--- src/hdl/bfpca_pkg.sv ---
// ----------------------------------------------------------------------------
// bfpca_pkg
// Field widths, command codes and status codes shared by the best-fit page
// chunk allocator and its channel interfaces.
// ----------------------------------------------------------------------------
package bfpca_pkg;

  localparam int PAGE_IDX_W = 8;
  localparam int OFFSET_W   = 12;
  localparam int SIZE_W     = 13;
  localparam int AGE_W      = 32;

  localparam logic CMD_ALLOC = 1'b0;
  localparam logic CMD_FREE  = 1'b1;

  localparam logic [SIZE_W-1:0] MIN_SPLIT_RESET = SIZE_W'(16);

  typedef enum logic [1:0] {
    ST_OK         = 2'd0,
    ST_TABLE_FULL = 2'd1,
    ST_NO_PAGE    = 2'd2,
    ST_BAD_SIZE   = 2'd3
  } status_t;

endpackage

--- src/hdl/bfpca_req_if.sv ---
// ----------------------------------------------------------------------------
// bfpca_req_if
// Request channel: allocate or free command with the chunk fields.
// ----------------------------------------------------------------------------
interface bfpca_req_if;
  import bfpca_pkg::*;

  logic                  valid;
  logic                  ready;
  logic                  cmd;
  logic [PAGE_IDX_W-1:0] chunk_page;
  logic [OFFSET_W-1:0]   chunk_offset;
  logic [SIZE_W-1:0]     chunk_size;

  modport source (output valid, cmd, chunk_page, chunk_offset, chunk_size, input ready);
  modport sink   (input valid, cmd, chunk_page, chunk_offset, chunk_size, output ready);
endinterface

--- src/hdl/bfpca_rsp_if.sv ---
// ----------------------------------------------------------------------------
// bfpca_rsp_if
// Response channel: status and the granted chunk.
// ----------------------------------------------------------------------------
interface bfpca_rsp_if;
  import bfpca_pkg::*;

  logic                  valid;
  logic                  ready;
  status_t               status;
  logic [PAGE_IDX_W-1:0] grant_page;
  logic [OFFSET_W-1:0]   grant_offset;
  logic [SIZE_W-1:0]     grant_size;

  modport source (output valid, status, grant_page, grant_offset, grant_size, input ready);
  modport sink   (input valid, status, grant_page, grant_offset, grant_size, output ready);
endinterface

--- src/hdl/bfpca_ram.sv ---
// ----------------------------------------------------------------------------
// bfpca_ram
// Generic single-write, single-read RAM with a registered read port.
// ----------------------------------------------------------------------------
module bfpca_ram #(
  parameter int WIDTH = 8,
  parameter int DEPTH = 64,
  localparam int AW = $clog2(DEPTH)
) (
  input  logic             clk,
  input  logic             we,
  input  logic [AW-1:0]    waddr,
  input  logic [WIDTH-1:0] wdata,
  input  logic [AW-1:0]    raddr,
  output logic [WIDTH-1:0] rdata
);

  logic [WIDTH-1:0] mem [DEPTH];

  always_ff @(posedge clk) begin
    if (we) begin
      mem[waddr] <= wdata;
    end
    rdata <= mem[raddr];
  end

endmodule

--- src/hdl/best_fit_page_chunk_allocator.sv ---
// ----------------------------------------------------------------------------
// best_fit_page_chunk_allocator
// Best-fit allocator over a table of free chunks kept in one entry RAM.
// Each request is checked as it is taken, then the entry RAM is scanned
// through its single read port, and the response is registered in the
// decide step; a request with a bad size skips the scan. One item at a time:
// no new request is taken until the last one has been decided. After reset
// the entry RAM is cleared entry by entry before the first item is taken.
// ----------------------------------------------------------------------------
module best_fit_page_chunk_allocator #(
  parameter int PAGE_BYTES   = 4096,
  parameter int FREE_ENTRIES = 64,
  parameter int MAX_PAGES    = 256
) (
  input  logic                         clk,
  input  logic                         rst,
  input  logic                         cfg_wr_en,
  input  logic [bfpca_pkg::SIZE_W-1:0] cfg_wr_data,
  bfpca_req_if.sink                    req,
  bfpca_rsp_if.source                  rsp
);
  import bfpca_pkg::*;

  localparam int ENT_OFF_W = $clog2(PAGE_BYTES);
  localparam int ENT_LEN_W = $clog2(PAGE_BYTES + 1);
  localparam int CW        = ((ENT_LEN_W > SIZE_W) ? ENT_LEN_W : SIZE_W) + 1;
  localparam int AW        = $clog2(FREE_ENTRIES);
  localparam int CNT_W     = $clog2(FREE_ENTRIES + 1);
  localparam int PO_W      = $clog2(MAX_PAGES + 1);
  localparam int EW        = 1 + PAGE_IDX_W + ENT_OFF_W + ENT_LEN_W + AGE_W;

  localparam logic [CW-1:0]    PAGE_C  = CW'(PAGE_BYTES);
  localparam logic [CNT_W-1:0] CNT_END = CNT_W'(FREE_ENTRIES);
  localparam logic [CNT_W-1:0] CNT_LST = CNT_W'(FREE_ENTRIES - 1);
  localparam logic [PO_W-1:0]  PO_MAX  = PO_W'(MAX_PAGES);

  typedef enum logic [3:0] {
    S_CLEAR  = 4'b0001,
    S_IDLE   = 4'b0010,
    S_SCAN   = 4'b0100,
    S_DECIDE = 4'b1000
  } state_t;

  state_t state;

  logic [CNT_W-1:0]      cnt;
  logic                  rd_pend;
  logic [AW-1:0]         rd_idx;
  logic [SIZE_W-1:0]     min_split;
  logic [AGE_W-1:0]      insert_counter;
  logic [PO_W-1:0]       pages_opened;

  logic                  req_cmd;
  logic [PAGE_IDX_W-1:0] req_page;
  logic [OFFSET_W-1:0]   req_off;
  logic [SIZE_W-1:0]     req_size;
  logic                  req_bad;
  logic [CW-1:0]         req_grant;

  logic                  slot_found;
  logic [AW-1:0]         slot_idx;
  logic                  found;
  logic [AW-1:0]         best_idx;
  logic [ENT_LEN_W-1:0]  best_len;
  logic [AGE_W-1:0]      best_dist;
  logic [PAGE_IDX_W-1:0] best_page;
  logic [ENT_OFF_W-1:0]  best_off;

  logic                  out_valid;
  status_t               out_status;
  logic [PAGE_IDX_W-1:0] out_page;
  logic [OFFSET_W-1:0]   out_off;
  logic [SIZE_W-1:0]     out_size;

  logic                  ram_we;
  logic [AW-1:0]         ram_waddr;
  logic [EW-1:0]         ram_wdata;
  logic [EW-1:0]         ram_rdata;

  bfpca_ram #(.WIDTH(EW), .DEPTH(FREE_ENTRIES)) u_entries (
    .clk   (clk),
    .we    (ram_we),
    .waddr (ram_waddr),
    .wdata (ram_wdata),
    .raddr (cnt[AW-1:0]),
    .rdata (ram_rdata)
  );

  // Entry word layout: valid, page, offset, length, age.
  logic                  ent_valid;
  logic [PAGE_IDX_W-1:0] ent_page;
  logic [ENT_OFF_W-1:0]  ent_off;
  logic [ENT_LEN_W-1:0]  ent_len;
  logic [AGE_W-1:0]      ent_age;
  logic [AGE_W-1:0]      ent_dist;
  logic                  ent_fits;
  logic                  ent_better;

  assign ent_valid = ram_rdata[EW-1];
  assign ent_page  = ram_rdata[EW-2 -: PAGE_IDX_W];
  assign ent_off   = ram_rdata[AGE_W+ENT_LEN_W +: ENT_OFF_W];
  assign ent_len   = ram_rdata[AGE_W +: ENT_LEN_W];
  assign ent_age   = ram_rdata[AGE_W-1:0];

  // Older entries sit farther back from the insert counter, which may wrap.
  assign ent_dist   = insert_counter - ent_age;
  assign ent_fits   = ent_valid && (CW'(ent_len) >= CW'(req_size));
  assign ent_better = !found || (ent_len < best_len) ||
                      ((ent_len == best_len) && (ent_dist > best_dist));

  // Checks and the new-page grant are worked out as the item is taken.
  logic [CW-1:0] split_w;
  logic [CW-1:0] in_size_w;
  logic [CW-1:0] in_end;
  logic          in_bad;
  logic [CW-1:0] in_grant_raw;
  logic [CW-1:0] in_grant;

  assign split_w      = (min_split == '0) ? CW'(1) : CW'(min_split);
  assign in_size_w    = CW'(req.chunk_size);
  assign in_end       = CW'(req.chunk_offset) + in_size_w;
  assign in_bad       = (req.chunk_size == '0) || (in_size_w > PAGE_C) ||
                        ((req.cmd == CMD_FREE) && (in_end > PAGE_C));
  assign in_grant_raw = (in_size_w >= split_w) ? in_size_w : split_w;
  assign in_grant     = (in_grant_raw > PAGE_C) ? PAGE_C : in_grant_raw;

  // Outcome of the item once the scan is done.
  logic [CW-1:0]         left;
  logic                  keep_rest;
  logic [CW-1:0]         split_off;
  logic [CW-1:0]         new_rest;
  status_t               dec_status;
  logic [PAGE_IDX_W-1:0] dec_page;
  logic [OFFSET_W-1:0]   dec_off;
  logic [SIZE_W-1:0]     dec_size;
  logic                  dec_we;
  logic [AW-1:0]         dec_waddr;
  logic [EW-1:0]         dec_wdata;
  logic                  dec_bump;
  logic                  dec_open;
  logic                  dec_fire;

  assign left      = CW'(best_len) - CW'(req_size);
  assign keep_rest = left >= split_w;
  assign split_off = CW'(best_off) + CW'(req_size);
  assign new_rest  = PAGE_C - req_grant;
  assign dec_fire  = (state == S_DECIDE) && (!out_valid || rsp.ready);

  always_comb begin
    dec_status = ST_OK;
    dec_page   = '0;
    dec_off    = '0;
    dec_size   = '0;
    dec_we     = 1'b0;
    dec_waddr  = slot_idx;
    dec_wdata  = '0;
    dec_bump   = 1'b0;
    dec_open   = 1'b0;
    if (req_bad) begin
      dec_status = ST_BAD_SIZE;
    end else if (req_cmd == CMD_FREE) begin
      if (!slot_found) begin
        dec_status = ST_TABLE_FULL;
      end else begin
        dec_we    = 1'b1;
        dec_wdata = {1'b1, req_page, ENT_OFF_W'(req_off), ENT_LEN_W'(req_size),
                     insert_counter};
        dec_bump  = 1'b1;
      end
    end else if (found) begin
      dec_page  = best_page;
      dec_off   = OFFSET_W'(best_off);
      dec_we    = 1'b1;
      dec_waddr = best_idx;
      if (keep_rest) begin
        dec_size  = req_size;
        dec_wdata = {1'b1, best_page, ENT_OFF_W'(split_off), ENT_LEN_W'(left),
                     insert_counter};
        dec_bump  = 1'b1;
      end else begin
        // The whole chunk goes out and its entry is dropped.
        dec_size  = SIZE_W'(best_len);
      end
    end else if (pages_opened >= PO_MAX) begin
      dec_status = ST_NO_PAGE;
    end else if ((new_rest != '0) && !slot_found) begin
      dec_status = ST_TABLE_FULL;
    end else begin
      dec_open = 1'b1;
      dec_page = PAGE_IDX_W'(pages_opened);
      dec_size = SIZE_W'(req_grant);
      if (new_rest != '0) begin
        dec_we    = 1'b1;
        dec_wdata = {1'b1, PAGE_IDX_W'(pages_opened), ENT_OFF_W'(req_grant),
                     ENT_LEN_W'(new_rest), insert_counter};
        dec_bump  = 1'b1;
      end
    end
  end

  always_comb begin
    if (state == S_CLEAR) begin
      ram_we    = 1'b1;
      ram_waddr = cnt[AW-1:0];
      ram_wdata = '0;
    end else begin
      ram_we    = dec_fire && dec_we;
      ram_waddr = dec_waddr;
      ram_wdata = dec_wdata;
    end
  end

  always_ff @(posedge clk) begin
    if (rst) begin
      state          <= S_CLEAR;
      cnt            <= '0;
      rd_pend        <= 1'b0;
      out_valid      <= 1'b0;
      min_split      <= MIN_SPLIT_RESET;
      insert_counter <= '0;
      pages_opened   <= '0;
    end else begin
      if (cfg_wr_en) begin
        min_split <= cfg_wr_data;
      end
      // A new result taken on the same edge keeps the output valid.
      if (rsp.valid && rsp.ready && !dec_fire) begin
        out_valid <= 1'b0;
      end
      case (state)
        S_CLEAR: begin
          cnt <= cnt + CNT_W'(1);
          if (cnt == CNT_LST) begin
            state <= S_IDLE;
          end
        end
        S_IDLE: begin
          if (req.valid) begin
            req_cmd    <= req.cmd;
            req_page   <= req.chunk_page;
            req_off    <= req.chunk_offset;
            req_size   <= req.chunk_size;
            req_bad    <= in_bad;
            req_grant  <= in_grant;
            cnt        <= '0;
            rd_pend    <= 1'b0;
            found      <= 1'b0;
            slot_found <= 1'b0;
            state      <= in_bad ? S_DECIDE : S_SCAN;
          end
        end
        S_SCAN: begin
          // Reads are issued one entry a cycle; the registered read data returns in the next cycle.
          if (cnt != CNT_END) begin
            cnt <= cnt + CNT_W'(1);
          end
          rd_pend <= (cnt != CNT_END);
          rd_idx  <= cnt[AW-1:0];
          if (rd_pend) begin
            if (!ent_valid && !slot_found) begin
              slot_found <= 1'b1;
              slot_idx   <= rd_idx;
            end
            if (ent_fits && ent_better) begin
              found     <= 1'b1;
              best_idx  <= rd_idx;
              best_len  <= ent_len;
              best_dist <= ent_dist;
              best_page <= ent_page;
              best_off  <= ent_off;
            end
          end
          if ((cnt == CNT_END) && !rd_pend) begin
            state <= S_DECIDE;
          end
        end
        S_DECIDE: begin
          if (dec_fire) begin
            out_valid  <= 1'b1;
            out_status <= dec_status;
            out_page   <= dec_page;
            out_off    <= dec_off;
            out_size   <= dec_size;
            if (dec_bump) begin
              insert_counter <= insert_counter + AGE_W'(1);
            end
            if (dec_open) begin
              pages_opened <= pages_opened + PO_W'(1);
            end
            state <= S_IDLE;
          end
        end
        default: begin
          state <= S_CLEAR;
          cnt   <= '0;
        end
      endcase
    end
  end

  assign req.ready        = (state == S_IDLE);
  assign rsp.valid        = out_valid;
  assign rsp.status       = out_status;
  assign rsp.grant_page   = out_page;
  assign rsp.grant_offset = out_off;
  assign rsp.grant_size   = out_size;

  a_busy_after_accept: assert property (@(posedge clk) disable iff (rst)
    req.valid && req.ready |=> !req.ready)
    else $error("request taken while an item was still in progress");

  a_error_no_grant: assert property (@(posedge clk) disable iff (rst)
    rsp.valid && (rsp.status != ST_OK) |-> (rsp.grant_size == '0) &&
    (rsp.grant_page == '0) && (rsp.grant_offset == '0))
    else $error("error response carries a grant");

  a_pages_bounded: assert property (@(posedge clk) disable iff (rst)
    pages_opened <= PO_MAX)
    else $error("page count ran past the page limit");

  a_result_from_decide: assert property (@(posedge clk) disable iff (rst)
    $rose(out_valid) |-> $past(state == S_DECIDE))
    else $error("response raised outside the decide step");

endmodule

--- src/flat_wrapper.sv ---
// flat-port wrapper written by rule: the top's interface ports become plain ports
module best_fit_page_chunk_allocator_flat import bfpca_pkg::*;
#(
  parameter int PAGE_BYTES   = 4096,
  parameter int FREE_ENTRIES = 64,
  parameter int MAX_PAGES    = 256
)
  (clk, rst, cfg_wr_en, cfg_wr_data, req_valid, req_cmd, req_chunk_page, req_chunk_offset, req_chunk_size, req_ready, rsp_valid, rsp_status, rsp_grant_page, rsp_grant_offset, rsp_grant_size, rsp_ready);
  bfpca_req_if req_i ();
  bfpca_rsp_if rsp_i ();
  input  logic clk;
  input  logic rst;
  input  logic cfg_wr_en;
  input  logic [bfpca_pkg::SIZE_W-1:0] cfg_wr_data;
  input wire logic [$bits(req_i.valid)-1:0] req_valid;
  input wire logic [$bits(req_i.cmd)-1:0] req_cmd;
  input wire logic [$bits(req_i.chunk_page)-1:0] req_chunk_page;
  input wire logic [$bits(req_i.chunk_offset)-1:0] req_chunk_offset;
  input wire logic [$bits(req_i.chunk_size)-1:0] req_chunk_size;
  output wire logic [$bits(req_i.ready)-1:0] req_ready;
  output wire logic [$bits(rsp_i.valid)-1:0] rsp_valid;
  output wire logic [$bits(rsp_i.status)-1:0] rsp_status;
  output wire logic [$bits(rsp_i.grant_page)-1:0] rsp_grant_page;
  output wire logic [$bits(rsp_i.grant_offset)-1:0] rsp_grant_offset;
  output wire logic [$bits(rsp_i.grant_size)-1:0] rsp_grant_size;
  input wire logic [$bits(rsp_i.ready)-1:0] rsp_ready;
  assign req_i.valid = req_valid;
  assign req_i.cmd = req_cmd;
  assign req_i.chunk_page = req_chunk_page;
  assign req_i.chunk_offset = req_chunk_offset;
  assign req_i.chunk_size = req_chunk_size;
  assign req_ready = req_i.ready;
  assign rsp_valid = rsp_i.valid;
  assign rsp_status = rsp_i.status;
  assign rsp_grant_page = rsp_i.grant_page;
  assign rsp_grant_offset = rsp_i.grant_offset;
  assign rsp_grant_size = rsp_i.grant_size;
  assign rsp_i.ready = rsp_ready;
  best_fit_page_chunk_allocator #(.PAGE_BYTES(PAGE_BYTES), .FREE_ENTRIES(FREE_ENTRIES), .MAX_PAGES(MAX_PAGES)) u_core (.clk(clk), .rst(rst), .cfg_wr_en(cfg_wr_en), .cfg_wr_data(cfg_wr_data), .req(req_i), .rsp(rsp_i));
endmodule
--- config.mk ---
export PLATFORM = sky130hd
export DESIGN_NAME = best_fit_page_chunk_allocator_flat
export DESIGN_NICKNAME = d
export VERILOG_FILES = /design/src/hdl/bfpca_pkg.sv /design/src/hdl/bfpca_req_if.sv /design/src/hdl/bfpca_rsp_if.sv /design/src/hdl/bfpca_ram.sv /design/src/hdl/best_fit_page_chunk_allocator.sv /design/src/flat_wrapper.sv
export SDC_FILE = /design/constraint.sdc
export NUM_CORES = 2
export LEC_CHECK = 0
export BUFFER_PORTS_ARGS = -buffer_cell sky130_fd_sc_hd__clkbuf_2
export CELL_PAD_IN_SITES_DETAIL_PLACEMENT = 0
export CELL_PAD_IN_SITES_GLOBAL_PLACEMENT = 1
export CORE_UTILIZATION = 25
export CTS_CLUSTER_DIAMETER = 50
export CTS_CLUSTER_SIZE = 25
export DETAILED_ROUTE_END_ITERATION = 12
export PLACE_DENSITY_LB_ADDON = 0.05
export SKIP_CTS_REPAIR_TIMING = 1
export SYNTH_ARGS = -nofsm -noshare
export SYNTH_HDL_FRONTEND = slang
export SYNTH_MEMORY_MAX_BITS = 65536
export SYNTH_SLANG_ARGS = --single-unit
--- constraint.sdc ---
create_clock -name clk -period 21.9 [get_ports clk]
set_clock_uncertainty 0.15 [all_clocks]
set_input_delay 5.475 -clock clk [delete_from_list [all_inputs] [get_ports clk]]
set_output_delay 5.475 -clock clk [all_outputs]
set_load 0.01 [all_outputs]
Word-level counts from Yosys, hierarchy flattened --
Memories as Yosys holds them, arrays and structs flattened. A register that Yosys moved wholly into a read port is not among the register bits. Cells that the tools add are included.
Cells by class: magnitude comparators 9, eq/ne operators 16, add/subtract/negate cells 8, bitwise logic cells 3, multiplexer cells 66, reduce and logical (&&, ||, !) cells 40
Operators by type and width (count):
- 2-to-1 mux 66 bit | 9
- 2-to-1 mux 13 bit | 5
- adder 32 x 1 -> 32 bit, second input constant | 1
- > comparator 32 bit | 1
- subtractor 32 bit | 1
- 2-to-1 mux 1 bit | 29
- > comparator 14 x 13 -> 1 bit, second input constant | 2
- one-hot mux 7 bit (4 select lines) | 1
- logical NOT 13 bit | 2
- 2-to-1 mux 6 bit | 4
- 2-to-1 mux 8 bit | 3
- 2-to-1 mux 4 bit | 5
- one-hot mux 4 bit (4 select lines) | 1
- AND reduction 3 bit | 5
- adder 12 x 13 -> 14 bit | 1
- greater-or-equal comparator 13 x 14 -> 1 bit | 1
- greater-or-equal comparator 14 bit | 1
- 2-to-1 mux 14 bit | 1
- 2-to-1 mux 7 bit | 2
- nonzero test 14 bit | 1
- subtractor 13 x 13 -> 14 bit | 1
- subtractor 13 x 14 -> 14 bit, first input constant | 1
- equality test 13 bit | 1
- greater-or-equal comparator 13 bit | 1
- 27 further kinds | 62
Word-level totals: flip-flop bits (word level) 236, memory bits (writable) 4224, memories kept 1, bits of input ports 52, output and inout bits 37, logic and storage cells 169
Memories:
- u_core.u_entries.mem | words 64, bits a word 66, rd ports 1, clocked after memory_dff 1, write ports 1, RTL line bfpca_ram.sv:18 | logic [WIDTH-1:0] mem [DEPTH];

Depth between registers and ports, before layout --
depth after elaboration 12, mapped depth 22, mapped depth without buffers 21

By module --
A second synthesis with hierarchy kept.
Second synthesis, totals: cells, all modules 8478, area, all modules 177241.2 um^2
Modules (own cells, without submodules):
- bfpca_ram | cells an instance 6808, seq. area each 128162.9 um^2, area each 161219.6 um^2, times used 1
- best_fit_page_chunk_allocator | cells an instance 1670, seq. area each 6386.1 um^2, area each 16021.6 um^2, times used 1

Worst setup path after synthesis --
OpenSTA, ideal clock, no wires.
path kind input port to flip-flop, start point in rsp_ready, end point mem u_core.u_entries.mem[0][0] (netlist name), enable pin, slack 11929 ps, library setup time 491 ps, data required time 21259 ps, buffers on the path 0, arrival 9331 ps, cell stages on the path 6, path through nand2b_1 -> nor2b_1 -> o311ai_0 -> a21boi_0 -> nand2_1 -> nor2_1
On the way: word-level cells in the longest chain between the ends 6
Ends and longest elaborated chain:
- from (decl) | RTL line flat_wrapper.sv:26 | input wire logic [$bits(rsp_i.ready)-1:0] rsp_ready;
- logical OR 1 bit | RTL line best_fit_page_chunk_allocator.sv:147 | assign dec_fire = (state == S_DECIDE) && (!out_valid || rsp.ready);
- logical AND 1 bit | RTL line best_fit_page_chunk_allocator.sv:147
- logical AND 1 bit | RTL line best_fit_page_chunk_allocator.sv:207 | ram_we = dec_fire && dec_we;
- 2-to-1 mux 1 bit | RTL line best_fit_page_chunk_allocator.sv:202 | if (state == S_CLEAR) begin
- 2-to-1 mux 1 bit | RTL line bfpca_ram.sv:21 | if (we) begin
- 2-to-1 mux 1 bit (not written as such) | RTL line bfpca_ram.sv:22 | mem[waddr] <= wdata;
- to (decl) | RTL line bfpca_ram.sv:18
No other way between the ends.

Final worst setup path --
start point in rsp_ready, end point mem u_core.u_entries.mem[37][6] (netlist name), enable pin
The elaborated chain is that of the path after synthesis.

==> results.ini <==
[floorplanning]
core_um2 = 704100
io_pins = 89
die_h_um = 842.8
initial_core_util_pct = 25.10
die-area_um2 = 710400
chipWidth_um = 842.8
rows = 308

[final_layout]
fin_nets = 8818
area_growth_pct = 19.81
drive_gt1_share_pct = 31.80
final_util_pct = 30.08

[pwr]
swShare_pct = 31.37
intPower_uw = 18310
netSwitchingPower_uw = 8370
p_per_area_nw_per_um2 = 126.0
power_frac_clock_pct = 38.0
p_leak_uw = 0.07009
seqPwrFrac_pct = 38.6
total_power_uw = 26680
ir_worst_vdd_mv = 0.1478
p_comb_share_pct = 23.4

[synth]
synth_common_cells = edfxtp_1 (4,392), mux4_2 (1,288), clkbuf_1 (232)
syn-cell-area_um2 = 176800
netlist_instances = 7960
syn_area_per_cell_um2 = 22.21
async_flop_share_pct = 0
ys_ff_latch = 4525
yosysSeqAreaShare_pct = 76.12
yosys.area.top_type = edfxtp_1
yosysWarningCount = 0
syn_nets = 8173
synth.top_cells.by_area = edfxtp_1 (75%), mux4_2 (16%), dfxtp_1 (1.5%)
synthFlopType = edfxtp_1
synth_edf_count = 4392
synth_top_area_share_pct = 74.62
synth_most_common_cell = edfxtp_1
yosysUniqueCellTypes = 71

[setup_path]
path_class = primary input to register
crit_chain = clkbuf_2 > nand2b_1 > nor2b_1 > o311ai_1 > a21oi_2 > buf_4 > nand2_1 > nor2_4 > buf_4 > buf_4
endpoint_kind = register
critical_path_required_ns = 22.45
worstSetupStartpointType = primary input
crit_start = rsp_ready
cp_max_fo = 32
r2r-start = u_core.req_size[0]$_DFFE_PP_
cpMostUsedCell = buf_4
slowest_delay_ns = 0.77
slowest_stage = buf_4
arrival_ns = 9.74

[global_routing]
grt_pass1_wl_um = 851400
grt_overflow = 0
grtUsageTotal_pct = 17.47
grt_pass1_vias = 90817
antenna_found_initial = 88
grt_max_degree = 96

[job]
cap_violations = 0

[clock_tree]
cts_buffers = 603
cts_sinks = 4525
clkLatencyLatePin_ns = 1.10
cts_tree = built
root_buffer = clkbuf_16
clk_pin_slew_ns = 0.05
clk_path_buf_depth = 4
h-tree-depth = 6

[min_path]
hp-class = register to register
hp-start = u_core.u_entries.rdata[52]$_DFF_P_

[sta]
tightest_slew_ns = 1.406
rsz0062_at_grt = no
max_freq_mhz = 108.8
finalCriticalPeriod_ns = 9.190
tns_ns = 0
slew_violations = 0
setup_viol = 0
finalCritPeriodShare_pct = 41.96
finalHoldViolations = 0
relSlewSlack_pct = 3.597

[placed_design]
io_buffers = 88
finalWeightedCongestion = 0.7531
dp_hpwl_um = 394000

[status]
status = finished, final reports clean

[routing]
drt_pass1_iterations = 7
vias_per_cell = 4.709
drc = 0
ant_nets = 0
drt_iter0_drc = 8159
drt-total-wl_um = 636100
via_count = 86787
wl_per_cell_um = 34.52

==> layout by cell type, fill, tap and decap left out, types with 94 or more instances in the layout <==
cell type and n:
ha_1 157, nor2_1 148, buf_4 331, dfxtp_1 127, nand2_1 128, mux4_2 1288, a21oi_1 104, mux2i_1 136
o21ai_0 94, edfxtp_1 4392, clkbuf_16 613, inv_1 146
==> critical path, delay by kind of cell <==
kind	cells	cell delay, ns
and+or+nand+nor	4	1.77
buffers and inverters	4	1.74
AOI/OAI and AO/OA	2	0.67
==> final cells by class <==
type / count / area, um2
Multi-Input combinational cell: 2892 / 41090
Clock buffer: 668 / 15610
Fill cell: 67800 / 492300
Inverter: 150 / 570.5
Antenna cell: 21 / 52.55
Tap cell: 9300 / 11640
Timing Repair Buffer: 433 / 3219
Clock inverter: 440 / 5017
Sequential cell: 4525 / 134600
==> logic make-up after synthesis <==
| group | share of synthesized area, % |
|---|---|
| multiplexers | 17.21 |
| AO/OA/AOI/OAI | 1.970 |
| AND/OR/NAND/NOR | 1.854 |
| XOR/XNOR | 0.5252 |
| adder cells (fa/ha/maj) | 1.157 |
| flip-flops | 76.12 |
| buffers and inverters | 1.164 |
==> power groups by stage <==
stage	Combinational (uW)	Sequential, uW	Clock (uW)
5_1_grt	6630	10300	10700
3_5_place_dp	6520	10500	0
6_report	6250	10300	10100
3_3_place_gp	6530	10500	0
2_1_floorplan	3390	10400	0
4_1_cts	6530	10300	10400
==> path summary, 6_finish.rpt <==
kind / endpoint / slack (ns) / cells after the start
worst min-delay path: u_core.best_off[7]$_DFFE_PP_ / 0.25 / 0
worst min register to register: u_core.best_off[7]$_DFFE_PP_ / 0.25 / 0
worst max-delay path: u_core.u_entries.mem[37][6]$_DFFE_PP_ / 12.71 / 10
worst max register to register: u_core.u_entries.mem[1][11]$_DFFE_PP_ / 14.18 / 21
==> registers in the layout (all words and copies together) (netlist names), 8 cells and up <==
register                 count
u_core.best_dist            32
u_core.best_len             13
u_core.best_off             12
u_core.best_page             8
u_core.insert_counter       32
u_core.min_split            13
u_core.pages_opened          9
u_core.req_grant            13
u_core.req_off              12
u_core.req_page              8
u_core.req_size             13
u_core.rsp.grant_offset     12
u_core.rsp.grant_page        8
u_core.rsp.grant_size       13
u_core.u_entries.mem      4224
u_core.u_entries.rdata      66
==> through the flow <==
stage	setup slack, ns	hold slack, ns	instances	area, um2
after floorplan	11.93	0.2355	7960	176800
after global placement	11.50	0.2459	17298	191000
after detailed placement	11.43	0.2395	17300	191100
after CTS	12.65	0.2527	18408	211700
after global routing	12.54	0.2575	18417	211700
final	12.71	0.2519	18429	211800
==> per-layer routing <==
metal	track usage (%)	wire length, um	up-vias
li1	-	-	35206
met1	25.08	294500	48623
met2	28.58	302200	2280
met3	2.254	27020	678
met4	3.358	12470	0
met5	0	0	-
Note: power is estimated with default switching activity, not from simulation.
